[src/sv/ssu_ram.sv]
// Generic single-write, single-read RAM with registered read data.
// Stand-alone; no package needed.
module ssu_ram #(
  parameter int WIDTH = 8,
  parameter int DEPTH = 16
) (
  input  logic                     clk,
  input  logic                     wr_en,
  input  logic [$clog2(DEPTH)-1:0] wr_addr,
  input  logic [WIDTH-1:0]         wr_data,
  input  logic [$clog2(DEPTH)-1:0] rd_addr,
  output logic [WIDTH-1:0]         rd_data
);

  logic [WIDTH-1:0] mem [DEPTH];

  always_ff @(posedge clk) begin
    if (wr_en) begin
      mem[wr_addr] <= wr_data;
    end
    rd_data <= mem[rd_addr];
  end

endmodule

[config.mk]
export PLATFORM = sky130hd
export DESIGN_NAME = ssu_ram
export DESIGN_NICKNAME = d
export VERILOG_FILES = /design/src/sv/ssu_ram.sv
export SDC_FILE = /design/constraint.sdc
export NUM_CORES = 1
export LEC_CHECK = 0
export ABC_AREA = 1
export BUFFER_PORTS_ARGS = -buffer_cell sky130_fd_sc_hd__buf_2
export CAP_MARGIN = 20
export CORE_MARGIN = 2
export CORE_UTILIZATION = 55
export CTS_CLUSTER_SIZE = 16
export DETAILED_ROUTE_END_ITERATION = 10
export PLACE_DENSITY = 0.7
export SYNTH_ARGS = -nofsm -noshare
export SYNTH_HDL_FRONTEND = slang
export SYNTH_SLANG_ARGS = --single-unit
[constraint.sdc]
create_clock -name clk -period 2.8 [get_ports clk]
set_input_delay 0.28 -clock clk [delete_from_list [all_inputs] [get_ports clk]]
set_output_delay 0.28 -clock clk [all_outputs]
set_load 0.01 [all_outputs]
==> results.ini <==
[cts]
cts_tree = built
cts_buffer_depth = 2
holdBufCountCts = 0
clk_latency_ns = 0.52
postCtsSetupBuffers = 0
path_clk_slew_ns = 0.06
cts_resized = 0
cts_buffers = 17
cts.sinks = 136
cts_max_level = 4
cts_root_buf = clkbuf_8

[floorplan]
die_y_um = 106
dieWidth_um = 106
io_pins = 26
core_sq_um = 10200
start_util_pct = 56.4
die-area_sq_um = 11300
rows = 37

[detailed_routing]
wl_met1_um = 4720
drtAntennaViolNets = 0
drc_errors = 0
first_pass_iters = 5
drtIter0Drc = 307
post_drt_via_cell_ratio = 5.12
wl_um = 12100
dr.max_layer_used = met4
wl_per_cell_um = 16.7
wl_met3_um = 986
dr_wl_met2_um = 6190
vias = 3703

[yosys]
synth_top_area_share_pct = 66.7
synth_top_family_by_area = simple AND/OR/NAND/NOR gates
synth_seq_area_share_pct = 69.4
synth.distinct_cells = 12
synth_area_sq_um = 5770
synth_xor_area_share_pct = 0
synth_mux_area_share_pct = 0
synth_fa_ha_area_share_pct = 0
synth.avg_cell_area_sq_um = 10.5
syn-num-nets = 569
yosys-top-cells-area = edfxtp_1 67%, nand2_1 11%, nand3_1 8.4%, inv_1 6.5%, dfxtp_1 2.8%
yosysTopAreaCell = edfxtp_1
synth_compound_area_share_pct = 0
syn_inst = 551
synthSimpleGateAreaFrac_pct = 21.0
synth-seq-cells = 136
yosys_warnings = 0

[critical_path]
worst_path_max_delay_cell = dfxtp_1
cpPeakStageDelay_ns = 0.34
critPathKind = reg -> out
crit_buf_inv = 1
cp_max_fo = 1
critPathRequiredTime_ns = 2.52
end_kind = output port
critPathTopFamily = flip-flops
arrival_ns = 1.00
crit_chain = buf_2
worstSetupStartpointType = flop

[timing]
finClkSkew_ns = 0.00637
setup_tns_ns = 0
period_share_pct = 45.7
grt_setup_unrepaired = no
setup_slack_ns = 1.52
period_needed_ns = 1.28
worst_pin_slew_ns = 0.925
max-slew-margin-rel_pct = 38.1
setup_viol = 0
hold_viol = 0
slew_violations = 0
max_freq_ghz = 0.782

[finish]
final_cell_count_no_fill = 723
final_util_pct = 64.1
nNetsFinal = 592
insertedDiodeCount = 0
syn_to_final_growth_pct = 13.7
multiInputGateArea_sq_um = 1210
fill_cells = 782
regArea_sq_um = 4000
final_area_sq_um = 6560
drive_gt1_share_pct = 10.1

[pwr]
p_leak_nw = 2.83
peakVddDrop_v = 0.000537
power.density_nw_per_um2 = 745

[global_routing]
antenna_found_initial = 0
grt-ovfl-total = 0
grt_max_degree = 65
grt_use_total_pct = 23.3
grt_pass1_wl_um = 18900
first_global_vias = 3631

[placed_design]
postPlaceCellArea_sq_um = 5930
dp_hpwl_um = 7200
dpl_worst_slack_ns = 0.994
placedCellCount = 691
gp_congestion = 0.839
portBuffers = 25

[run]
max-cap-violations = 0

[run_status]
status = finished clean

[worst_hold_path]
hold_class = in -> reg

[layout make-up]
type / count / area share [%]
timing repair buffer: 28 / 2.44
clock inverter: 12 / 3.05
inverter: 102 / 5.84
sequential: 136 / 61.1
clock buffer: 20 / 6.49
tap: 136 / 2.60
multi-input combinational: 289 / 18.5
[cell usage after synthesis]
cell	number
buf_4	4
inv_2	2
buf_6	6
buf_1	1
nand3b_1	2
nand3_1	97
nor2_1	17
dfxtp_1	8
nand2_1	173
buf_2	13
inv_1	100
edfxtp_1	128
[path summary, 6_finish.rpt]
check / cells after the start / start / end / slack, ns
worst max-delay path: 1 / rd_data[0] / rd_data[0] / 1.52
worst min-delay path: 3 / rd_addr[3] / rd_data[7] / 0.12
worst max register to register: 6 / mem[0][2] / rd_data[2] / 1.75
worst min register to register: 6 / mem[10][6] / rd_data[6] / 0.64
[sequential cells by signal, summed over array words and instances (netlist names)]
signal   count
mem        128
rd_data      8
[metrics by stage]
stage | total power [mW] | hold slack, ns
after global placement | 2.59 | 0.643
after floorplan | 2.50 | 0.379
after global routing | 5.04 | 0.114
after detailed placement | 2.60 | 0.637
after CTS | 4.91 | 0.0936
final | 4.89 | 0.119
[report_power, final]
group / switching, mW / total [mW] / internal, mW / leakage (nW)
sequential: 0.0116 / 2.29 / 2.28 / 1.22
combinational: 0.193 / 0.268 / 0.0746 / 1.31
clock: 0.795 / 2.33 / 1.53 / 0.295
[per-layer routing]
metal,track usage (%),up-vias
met5,0,-
li1,-,1820
met2,37.3,148
met1,30.5,1721
met3,6.01,14
met4,9.49,0
[cell usage in the layout (no fill, tap or decap), types with 3 or more instances in the layout]
cell | Yosys | layout
buf_2 | 13 | 25
bufinv_16 | 0 | 5
clkbuf_1 | 0 | 3
clkbuf_16 | 0 | 16
clkinvlp_4 | 0 | 3
dfxtp_1 | 8 | 8
edfxtp_1 | 128 | 128
inv_1 | 100 | 100
nand2_1 | 173 | 173
nand3_1 | 97 | 97
nor2_1 | 17 | 17
[logic make-up after synthesis]
kind of cell | Yosys count
flops | 136
buf+inv | 126
simple gates | 289
(Power assumes the default switching activity.)
