===== config.mk =====
export PLATFORM = sky130hd
export DESIGN_NAME = ssu_mac
export DESIGN_NICKNAME = d
export VERILOG_FILES = /design/src/sv/ssu_pkg.sv /design/src/sv/ssu_mac.sv
export SDC_FILE = /design/constraint.sdc
export NUM_CORES = 1
export LEC_CHECK = 0
export BUFFER_PORTS_ARGS = -buffer_cell sky130_fd_sc_hd__buf_2
export CORE_ASPECT_RATIO = 2
export CORE_MARGIN = 2
export CORE_UTILIZATION = 30
export CTS_BUF_LIST = sky130_fd_sc_hd__clkbuf_2
export DETAILED_ROUTE_END_ITERATION = 12
export GPL_ROUTABILITY_DRIVEN = 0
export SLEW_MARGIN = 20
export SYNTH_ARGS = -nofsm -noshare
export SYNTH_HDL_FRONTEND = slang
export SYNTH_SLANG_ARGS = --single-unit

===== constraint.sdc =====
create_clock -name clk -period 11.4 [get_ports clk]
set_input_delay 0 -clock clk [delete_from_list [all_inputs] [get_ports clk]]
set_output_delay 0 -clock clk [all_outputs]
set_load 0.005 [all_outputs]

===== src/sv/ssu_pkg.sv =====
// Shared types and constants for the shared unique symbol score unit.
// Used by the top level and ssu_mac; depends on nothing.
package ssu_pkg;

  // Sizing of the symbol table and the sequence numbering
  localparam int SYMBOLS       = 4096;
  localparam int MAX_SEQUENCES = 1024;

  // Fixed field widths
  localparam int OP_W    = 2;
  localparam int SYM_W   = 12;
  localparam int ALPHA_W = 13;
  localparam int SCORE_W = 32;

  // Derived widths
  localparam int ADDR_W  = $clog2(SYMBOLS);
  localparam int CODE_W  = ($clog2(SYMBOLS + 1) > ALPHA_W) ? $clog2(SYMBOLS + 1) : ALPHA_W;
  localparam int CUR_W   = $clog2(MAX_SEQUENCES + 1);
  localparam int LAST_W  = CUR_W;
  localparam int CNT_W   = $clog2(MAX_SEQUENCES + 1);
  localparam int PROD_W  = 2 * CNT_W;
  localparam int SUM_W   = ((PROD_W > SCORE_W) ? PROD_W : SCORE_W) + 1;

  localparam logic [ALPHA_W-1:0] ALPHA_RESET = ALPHA_W'(4096);

  // Operation codes
  localparam logic [OP_W-1:0] OP_SYMBOL = 2'd0;
  localparam logic [OP_W-1:0] OP_END    = 2'd1;
  localparam logic [OP_W-1:0] OP_FINISH = 2'd2;

  // Input and result words
  typedef struct packed {
    logic [OP_W-1:0]  operation;
    logic [SYM_W-1:0] symbol;
  } in_word_t;

  typedef struct packed {
    logic [SCORE_W-1:0] total_score;
    logic               overflow;
  } out_word_t;

  // One symbol table entry
  typedef struct packed {
    logic              repeated;
    logic [CNT_W-1:0]  count;
    logic [LAST_W-1:0] last_seq;
  } entry_t;

  // Never-seen marker: all ones lies above every usable sequence number
  localparam logic [LAST_W-1:0] NEVER_SEEN = '1;
  localparam entry_t ENTRY_CLEAR = '{repeated: 1'b0, count: '0, last_seq: NEVER_SEEN};

  // Control of the multiply-accumulate unit
  typedef struct packed {
    logic             clear;
    logic             en;
    logic [CNT_W-1:0] count;
  } mac_ctl_t;

endpackage


===== src/sv/ssu_mac.sv =====
// Multiply-accumulate unit for the score sweep: count*(count-1), saturating sum.
// Depends on ssu_pkg.
module ssu_mac (
  input  logic                      clk,
  input  logic                      rst_n,
  input  ssu_pkg::mac_ctl_t         ctl,
  output logic [ssu_pkg::SCORE_W-1:0] sum
);
  import ssu_pkg::*;

  logic [PROD_W-1:0]  prod_r;
  logic [PROD_W-1:0]  prod_nxt;
  logic [SCORE_W-1:0] acc_r;
  logic [SUM_W-1:0]   acc_sum;
  logic [CNT_W-1:0]   cnt_m1;

  // product stage; an empty or skipped entry contributes zero
  assign cnt_m1   = ctl.count - CNT_W'(1);
  assign prod_nxt = (ctl.en && (ctl.count != '0)) ?
                    PROD_W'(PROD_W'(ctl.count) * PROD_W'(cnt_m1)) : '0;

  // accumulate stage with saturation at all ones
  assign acc_sum = SUM_W'(acc_r) + SUM_W'(prod_r);

  always_ff @(posedge clk) begin
    if (!rst_n) begin
      prod_r <= '0;
      acc_r  <= '0;
    end else begin
      prod_r <= prod_nxt;
      if (ctl.clear) begin
        acc_r <= '0;
      end else if (acc_sum > SUM_W'({SCORE_W{1'b1}})) begin
        acc_r <= '1;
      end else begin
        acc_r <= acc_sum[SCORE_W-1:0];
      end
    end
  end

  assign sum = acc_r;

endmodule

==> results.sh, run 1 <==
export IMPL_status="finished clean"
export IMPL_boundaryPins=47
export IMPL_die_w_microns=112
export IMPL_clock_sinks=53
export IMPL_ys_warn_count=0
export IMPL_initial_utilization_pct=30.3
export IMPL_route_detailed_drc=0
export IMPL_syn_inst=788
export IMPL_slew_headroom_pct=35.6
export IMPL_first_pass_iters=5
export IMPL_top_layer="met4"
export IMPL_layout_commonest_cell="inv_1"
export IMPL_grt_max_degree=33
export IMPL_port_buffers=46
export IMPL_wl_per_cell_microns=15.9
export IMPL_wl_mm=17.6
export IMPL_layout_common_cells="inv_1 (126), ha_1 (92), fa_1 (81)"
export IMPL_syn_area_sq_um=7000
export IMPL_cp_max_fo=13
export IMPL_clock_skew_ns=0.0257
export IMPL_ys_ff_latch=53
export IMPL_wl_met1_mm=6.11
export IMPL_final_setup_tns_ns=0
export IMPL_hpwl_mm=14.9
export IMPL_layout_drive_gt1_share_pct=10.5
export IMPL_whs_ns=0.0113
export IMPL_end_kind="flip-flop"
export IMPL_worst_endpoint_required_ns=11.81
export IMPL_routed_wl_met3_microns=399
export IMPL_cts_resized=0
export IMPL_ir_worst_vdd_mv=0.0856
export IMPL_cts_setup_buffers=0
export IMPL_rows=79
export IMPL_num_fill_cells=2506
export IMPL_timing_final_ws_setup_ns=5.15
export IMPL_clock_latency_ns=0.50
export IMPL_ys_flop_type="dfxtp_1"
export IMPL_grt_remaining_overflow=0
export IMPL_cts_made_buffers=5
export IMPL_ys_async_sr_fraction_pct=0
export IMPL_hold_viol=0
export IMPL_synth_edf_count=0
export IMPL_drt_iter0_drc=142
export IMPL_root_buffer="clkbuf_2"
export IMPL_clk_pin_slew_ns=0.27
export IMPL_cts_tree="yes"
export IMPL_die_y_microns=220
export IMPL_max_clock_path_buffers=2
export IMPL_fin_crit_sh_pct=54.8
export IMPL_timing_hold_worst_start="ctl[11]"
export IMPL_pre_cts_slack_ns=4.60
export IMPL_min_path_type="input pin to flip-flop"
export IMPL_die_area_sq_um=24600
export IMPL_syn_nets=976
export IMPL_antenna_found_initial=1
export IMPL_period_minus_slack_ns=6.25
export IMPL_power_density_nw_per_um2=205
export IMPL_vias_per_cell=4.82
export IMPL_ys_types=54
export IMPL_postSynthAreaPerCell_sq_um=8.88
export IMPL_rsz0062_at_grt="false"
export IMPL_core_sq_um=23100
export IMPL_syn_to_final_growth_pct=7.83
export IMPL_worstMarginPinSlew_ns=0.967
export IMPL_grtUsageTotal_pct=14.8
export IMPL_layout_nets=1006
export IMPL_worstPathArrival_ns=6.65
export IMPL_grt_pass1_wl_mm=28.9
export IMPL_crit_type="input pin to flip-flop"
export IMPL_met2_length_mm=10.3
export IMPL_hold_buffers=0
export IMPL_via_count=5319
export IMPL_drv_cap=0
export IMPL_postRouteAntennaNets=0
export IMPL_ys_seq_area_share_pct=15.2
export IMPL_h_tree_depth=2
export IMPL_first_global_vias=5833
export IMPL_critPathLaunchType="input pin"
export IMPL_timing_fmax_mhz=160
export IMPL_startpoint="ctl[0]"
export IMPL_r2r_start="sum[1]"
export IMPL_drv_slew=0
export IMPL_setup_violations=0
export IMPL_power_leakage_nw=3.57
[stage by stage]
stage | utilization (%) | std cells | total power, mW | cell area [sq um]
finish | 32.6 | 1103 | 1.54 | 7550
floorplan | - | 788 | 1.18 | 7000
detailed placement | 32.3 | 1094 | 1.45 | 7480
CTS | 32.6 | 1102 | 1.56 | 7540
global route | 32.6 | 1103 | 1.73 | 7550
global placement | 32.3 | 1094 | 1.44 | 7480
[state kept, by name (all words and copies together), names as in the netlist]
| name | count |
|---|---|
| prod_r | 21 |
| sum | 32 |
[where the power goes]
part	internal (mW)	switching (mW)	total [mW]
Sequential	0.215	0.0127	0.228
Clock	0.0372	0.0629	0.100
Combinational	0.518	0.699	1.22
[critical path: stages]
cell and delay, ns:
buf_2 0.17, inv_1 0.31, ha_1 0.21, inv_1 0.05
or3_1 0.35, nor2_1 0.14, nand3b_1 0.12, ha_1 0.42
nand2b_1 0.22, fa_1 0.53, fa_1 0.55, inv_1 0.06
fa_1 0.50, fa_1 0.55, inv_1 0.05, fa_1 0.52
inv_1 0.04, ha_1 0.33, and2_0 0.27, nand3_1 0.10
or3b_2 0.46, nand2_1 0.15, o21ai_0 0.15, o21ai_0 0.23
xnor2_1 0.14, nor2_1 0.05
[cell families after synthesis]
group	share of synthesized area, %
compound gates	13.2
xor+xnor	4.38
fa+ha+maj	39.6
buf+inv	8.37
flops	15.2
mux	0.161
simple gates	19.1
[cell type report]
| class | instances | area (sq um) | area share [%] |
|---|---|---|---|
| inverters | 126 | 473 | 6.27 |
| clock inverters | 2 | 33.8 | 0.448 |
| diodes | 1 | 2.50 | 0.0332 |
| repair buffers | 47 | 238 | 3.15 |
| multi-input cells | 585 | 5350 | 71.0 |
| flip-flops and latches | 53 | 1060 | 14.1 |
| clock buffers | 6 | 30.0 | 0.398 |
| well taps | 283 | 354 | 4.69 |
[routing by layer]
layer  global-route usage [%]  vias to the layer above
li1                         -                     2624
met1                     13.9                     2564
met2                     31.0                       93
met3                     1.24                       38
met4                     6.95                        0
met5                        0                        -
[worst paths after layout]
kind,depth (start not counted),endpoint,slack (ns)
min reg2reg,2,sum[0],0.47
max reg2reg,10,sum[29],8.13
max,26,prod_r[18],5.15
min,4,prod_r[13],0.01
[synth_stat cells, types with 12 or more instances]
| library cell | number | area (sq um) |
|---|---|---|
| a21oi_1 | 29 | 145 |
| ha_1 | 92 | 1150 |
| xnor2_1 | 24 | 210 |
| inv_1 | 126 | 473 |
| a21oi_2 | 21 | 184 |
| a31oi_1 | 13 | 81.3 |
| fa_1 | 81 | 1620 |
| dfxtp_1 | 53 | 1060 |
| o21ai_0 | 19 | 95.1 |
| nor2b_1 | 48 | 300 |
| nor3_1 | 12 | 60.1 |
| nor2_1 | 57 | 214 |
| clkbuf_1 | 20 | 75.1 |
| nand3_1 | 14 | 70.1 |
| nand2b_1 | 46 | 288 |
| nand2_1 | 33 | 124 |
Power figures use the tool's default switching activity.
==> run 2: changes to the inputs <==
Clock period 11.4 ns to 6.27 ns, I/O delays scaled along.
==> results.sh, run 2 (synthesized netlist as in run 1, its figures left out) <==
export IMPL_layout_nets=1034
export IMPL_status="finished clean"
export IMPL_worstPathArrival_ns=6.06
export IMPL_layout_common_cells="inv_1 (126), ha_1 (91), fa_1 (81)"
export IMPL_core_sq_um=23100
export IMPL_crit_type="input pin to flip-flop"
export IMPL_worst_endpoint_required_ns=6.66
export IMPL_grt_pass1_wl_mm=28.3
export IMPL_setup_violations=0
export IMPL_die_area_sq_um=24600
export IMPL_vias_per_cell=4.76
export IMPL_period_minus_slack_ns=5.67
export IMPL_rows=79
export IMPL_largest_reg_flops=32
export IMPL_hold_viol=0
export IMPL_die_y_microns=220
export IMPL_hold_buffers=0
export IMPL_power_leakage_nw=3.70
export IMPL_regToRegSetupSlack_ns=2.90
export IMPL_worstMarginPinSlew_ns=0.938
export IMPL_first_global_vias=5959
export IMPL_grt_max_degree=33
export IMPL_path_delay_family="adder cells"
export IMPL_whs_path_depth=4
export IMPL_layout_drive_gt1_share_pct=13.7
export IMPL_cts_setup_buffers=0
export IMPL_antenna_found_initial=1
export IMPL_route_detailed_drc=0
export IMPL_ir_worst_vdd_mv=0.244
export IMPL_boundaryPins=47
export IMPL_drv_slew=0
export IMPL_drt_iter0_drc=154
export IMPL_h_tree_depth=2
export IMPL_rsz0062_at_grt="false"
export IMPL_end_kind="flip-flop"
export IMPL_clk_pin_slew_ns=0.25
export IMPL_first_pass_iters=6
export IMPL_hpwl_mm=14.1
export IMPL_dp_cells=1122
export IMPL_min_to="prod_r[2]"
export IMPL_postRouteAntennaNets=0
export IMPL_cts_made_buffers=5
export IMPL_clock_skew_ns=0.0328
export IMPL_slowest_delay_ns=0.54
export IMPL_fin_util_pct=33.5
export IMPL_layout_commonest_cell="inv_1"
export IMPL_grtUsageTotal_pct=14.1
export IMPL_die_w_microns=112
export IMPL_whs_ns=0.0626
export IMPL_final_setup_tns_ns=0
export IMPL_cp_max_fo=5
export IMPL_r2r_start="sum[1]"
export IMPL_min_path_type="input pin to flip-flop"
export IMPL_num_fill_cells=2468
export IMPL_clock_sinks=53
export IMPL_port_buffers=46
export IMPL_wl_per_cell_microns=14.4
export IMPL_grt_remaining_overflow=0
export IMPL_crit_slowest_cell="fa_1"
export IMPL_rr_endpoint="sum[29]"
export IMPL_final_cell_count_no_fill=1131
export IMPL_reg2regPathDepth=10
export IMPL_multi_input_area_sq_um=5370
export IMPL_power_density_nw_per_um2=366
export IMPL_initial_utilization_pct=30.3
export IMPL_cp_num_buf_inv=6
export IMPL_cts_resized=0
export IMPL_slew_headroom_pct=37.5
export IMPL_syn_to_final_growth_pct=10.7
export IMPL_root_buffer="clkbuf_2"
export IMPL_timing_fmax_mhz=177
export IMPL_critPathLaunchType="input pin"
export IMPL_max_clock_path_buffers=2
export IMPL_via_count=5378
export IMPL_clock_latency_ns=0.48
export IMPL_regArea_sq_um=1060
export IMPL_path_common_cell="fa_1"
export IMPL_timing_hold_worst_start="ctl[11]"
export IMPL_drv_cap=0
export IMPL_fin_crit_sh_pct=90.4
export IMPL_wl_mm=16.3
export IMPL_cts_tree="yes"
run 2: worst max-delay path by stage:
stage,startpoint,endpoint,slack [ns],depth (start not counted)
floorplan,ctl[0],prod_r[18],0.06,26
global placement,ctl[0],prod_r[18],0.14,25
CTS,ctl[0],prod_r[18],0.64,25
finish,ctl[0],prod_r[18],0.60,25
detailed placement,ctl[0],prod_r[18],0.06,25
global route,ctl[0],prod_r[18],0.15,25
run 2: worst reg2reg max path, delay by kind of cell, from the launching register on:
family          cells  cell delay, ns
flops               1            0.37
fa+ha+maj           2            0.64
simple gates        3            0.80
compound gates      5            1.55
run 2: cell type report:
type / count / area share (%)
Clock inverter: 2 / 0.178
Antenna cell: 1 / 0.0323
Tap cell: 283 / 4.57
Timing Repair Buffer: 75 / 5.78
Inverter: 126 / 6.10
Sequential cell: 53 / 13.7
Multi-Input combinational cell: 585 / 69.3
Clock buffer: 6 / 0.388
run 2: metal layers:
layer	up-vias	wire length, microns	global-route usage (%)
met3	35	294	1.05
met2	79	9480	29.5
met5	-	0	0
li1	2682	-	-
met1	2582	5960	13.6
met4	0	600	6.26
run 2: where the power goes:
| part | internal (mW) | switching (mW) | total, mW |
|---|---|---|---|
| clock | 0.0302 | 0.112 | 0.142 |
| combinational | 1.05 | 1.23 | 2.28 |
| sequential | 0.391 | 0.0194 | 0.410 |
run 2: metrics by stage:
step                      cell area, sq um  worst slack (ns)  total power, mW
final                                 7750             0.604             2.83
after CTS                             7750             0.638             2.88
after detailed placement              7700            0.0649             2.72
after floorplan                       7010            0.0566             2.14
after global placement                7700             0.137             2.71
after global routing                  7750             0.155             3.25
==> run 3: changes to the inputs <==
Settings changed: BUFFER_PORTS_ARGS -buffer_cell sky130_fd_sc_hd__buf_2 to -buffer_cell sky130_fd_sc_hd__buf_4, PLACE_DENSITY set to 0.47, TNS_END_PERCENT set to 30.
==> results.sh, run 3 (synthesized netlist as in run 1, its figures left out) <==
export IMPL_status="finished clean"
export IMPL_clk_pin_slew_ns=0.27
export IMPL_whs_path_depth=4
export IMPL_setup_violations=0
export IMPL_die_w_microns=112
export IMPL_pre_cts_slack_ns=-0.134
export IMPL_cts_setup_buffers=0
export IMPL_min_to="prod_r[1]"
export IMPL_slew_headroom_pct=36.1
export IMPL_cts_tree="yes"
export IMPL_worstPathArrival_ns=6.19
export IMPL_first_global_vias=5877
export IMPL_route_detailed_drc=0
export IMPL_hold_viol=0
export IMPL_critPathLaunchType="input pin"
export IMPL_timing_hold_worst_start="rst_n"
export IMPL_rsz0062_at_grt="false"
export IMPL_timing_final_ws_setup_ns=0.483
export IMPL_h_tree_depth=2
export IMPL_regToRegSetupSlack_ns=2.94
export IMPL_hpwl_mm=14.7
export IMPL_root_buffer="clkbuf_2"
export IMPL_boundaryPins=47
export IMPL_die_y_microns=220
export IMPL_cp_max_fo=5
export IMPL_drt_iter0_drc=111
export IMPL_layout_nets=1036
export IMPL_core_sq_um=23100
export IMPL_rows=79
export IMPL_layout_drive_gt1_share_pct=13.5
export IMPL_wl_mm=17.0
export IMPL_crit_type="input pin to flip-flop"
export IMPL_period_minus_slack_ns=5.79
export IMPL_grt_remaining_overflow=0
export IMPL_final_cell_count_no_fill=1133
export IMPL_worstMarginPinSlew_ns=0.958
export IMPL_final_setup_tns_ns=0
export IMPL_grtUsageTotal_pct=14.5
export IMPL_fin_crit_sh_pct=92.3
export IMPL_clock_latency_ns=0.49
export IMPL_postRouteAntennaNets=0
export IMPL_grt_pass1_wl_mm=28.9
export IMPL_power_leakage_nw=3.72
export IMPL_min_path_type="input pin to flip-flop"
export IMPL_drv_slew=0
export IMPL_antenna_found_initial=1
export IMPL_r2r_start="sum[1]"
export IMPL_reg2regPathDepth=10
export IMPL_clock_skew_ns=0.0218
export IMPL_drv_cap=0
export IMPL_clock_sinks=53
export IMPL_startpoint="ctl[0]"
export IMPL_rr_endpoint="sum[29]"
export IMPL_layout_commonest_cell="inv_1"
export IMPL_worst_endpoint_required_ns=6.67
export IMPL_dp_cells=1123
export IMPL_port_buffers=46
export IMPL_vias_per_cell=4.74
export IMPL_layout_common_cells="inv_1 (126), ha_1 (91), fa_1 (81)"
export IMPL_initial_utilization_pct=30.3
export IMPL_max_clock_path_buffers=2
export IMPL_wl_per_cell_microns=15.0
export IMPL_num_fill_cells=2498
export IMPL_first_pass_iters=4
export IMPL_end_kind="flip-flop"
export IMPL_syn_to_final_growth_pct=12.6
export IMPL_power_density_nw_per_um2=367
export IMPL_die_area_sq_um=24600
export IMPL_grt_max_degree=33
export IMPL_via_count=5371
export IMPL_ir_worst_vdd_mv=0.185
export IMPL_timing_fmax_mhz=173
export IMPL_cts_made_buffers=5
export IMPL_largest_reg_flops=32
==> run 3: cell types whose count changed in the layout (fill, tap and decap cells not counted) <==
cell | before | now
clkinv_2 | 1 | 0
clkinv_1 | 0 | 2
clkbuf_2 | 6 | 5
buf_2 | 46 | 0
buf_4 | 29 | 76
dlygate4sd3_1 | 0 | 1
==> run 3: worst max path at each step <==
stage                     depth (start not counted)  slack [ns]         end
after floorplan                                  26        0.06  prod_r[18]
after global routing                             25        0.11  prod_r[20]
after CTS                                        24        0.45  prod_r[21]
final                                            25        0.48  prod_r[20]
after detailed placement                         24       -0.13  prod_r[21]
after global placement                           25       -0.05  prod_r[20]
==> run 3: cell type report <==
class / count / area [sq um] / share of cell area (%)
Multi-Input combinational cell: 585 / 5370 / 68.1
Sequential cell: 53 / 1060 / 13.5
Timing Repair Buffer: 77 / 581 / 7.37
Inverter: 126 / 473 / 6.00
Tap cell: 283 / 354 / 4.49
Clock buffer: 5 / 25.0 / 0.318
Clock inverter: 3 / 16.3 / 0.206
Antenna cell: 1 / 2.50 / 0.0318
==> run 3: layer usage <==
metal	up-vias	global-route usage, %	part of all wire (%)
li1	2684	-	-
met1	2591	14.5	36
met2	76	30.6	59
met3	20	0.770	1.8
met4	0	5.33	2.8
met5	-	0	0
==> run 3: power by group <==
part | internal, mW | switching, mW | leakage (nW) | total [mW]
Sequential | 0.391 | 0.0231 | 0.431 | 0.414
Combinational | 1.08 | 1.26 | 3.26 | 2.34
Clock | 0.0266 | 0.116 | 0.0284 | 0.142
==> run 3: per-stage QoR <==
stage / utilization, % / instance area (sq um) / hold WS (ns) / power, mW
floorplan: - / 7010 / 0.216 / 2.14
global placement: 33.8 / 7830 / 0.407 / 2.78
detailed placement: 33.8 / 7830 / 0.410 / 2.80
CTS: 34.1 / 7880 / 0.00927 / 2.96
global route: 34.1 / 7880 / 0.0676 / 3.28
finish: 34.1 / 7880 / 0.0579 / 2.89
==> run 3: critical path, stage by stage <==
cell      delay [ns]
buf_4           0.13
or3_1           0.40
nor3_1          0.29
inv_1           0.10
or3_1           0.32
ha_1            0.37
nor2b_1         0.09
fa_1            0.53
inv_1           0.06
fa_1            0.47
inv_1           0.05
fa_1            0.50
fa_1            0.54
inv_1           0.05
fa_1            0.52
inv_1           0.04
ha_1            0.30
and2_1          0.17
nand3_1         0.08
or3b_2          0.48
nand2_1         0.14
o211ai_1        0.12
a32oi_1         0.24
xnor2_1         0.14
nor2_1          0.05
==> run 3: what timing repair did <==
action                                 CTS  global route
gates resized for setup                  0             0
endpoints found under the hold margin   10             0
hold buffers                             1             0
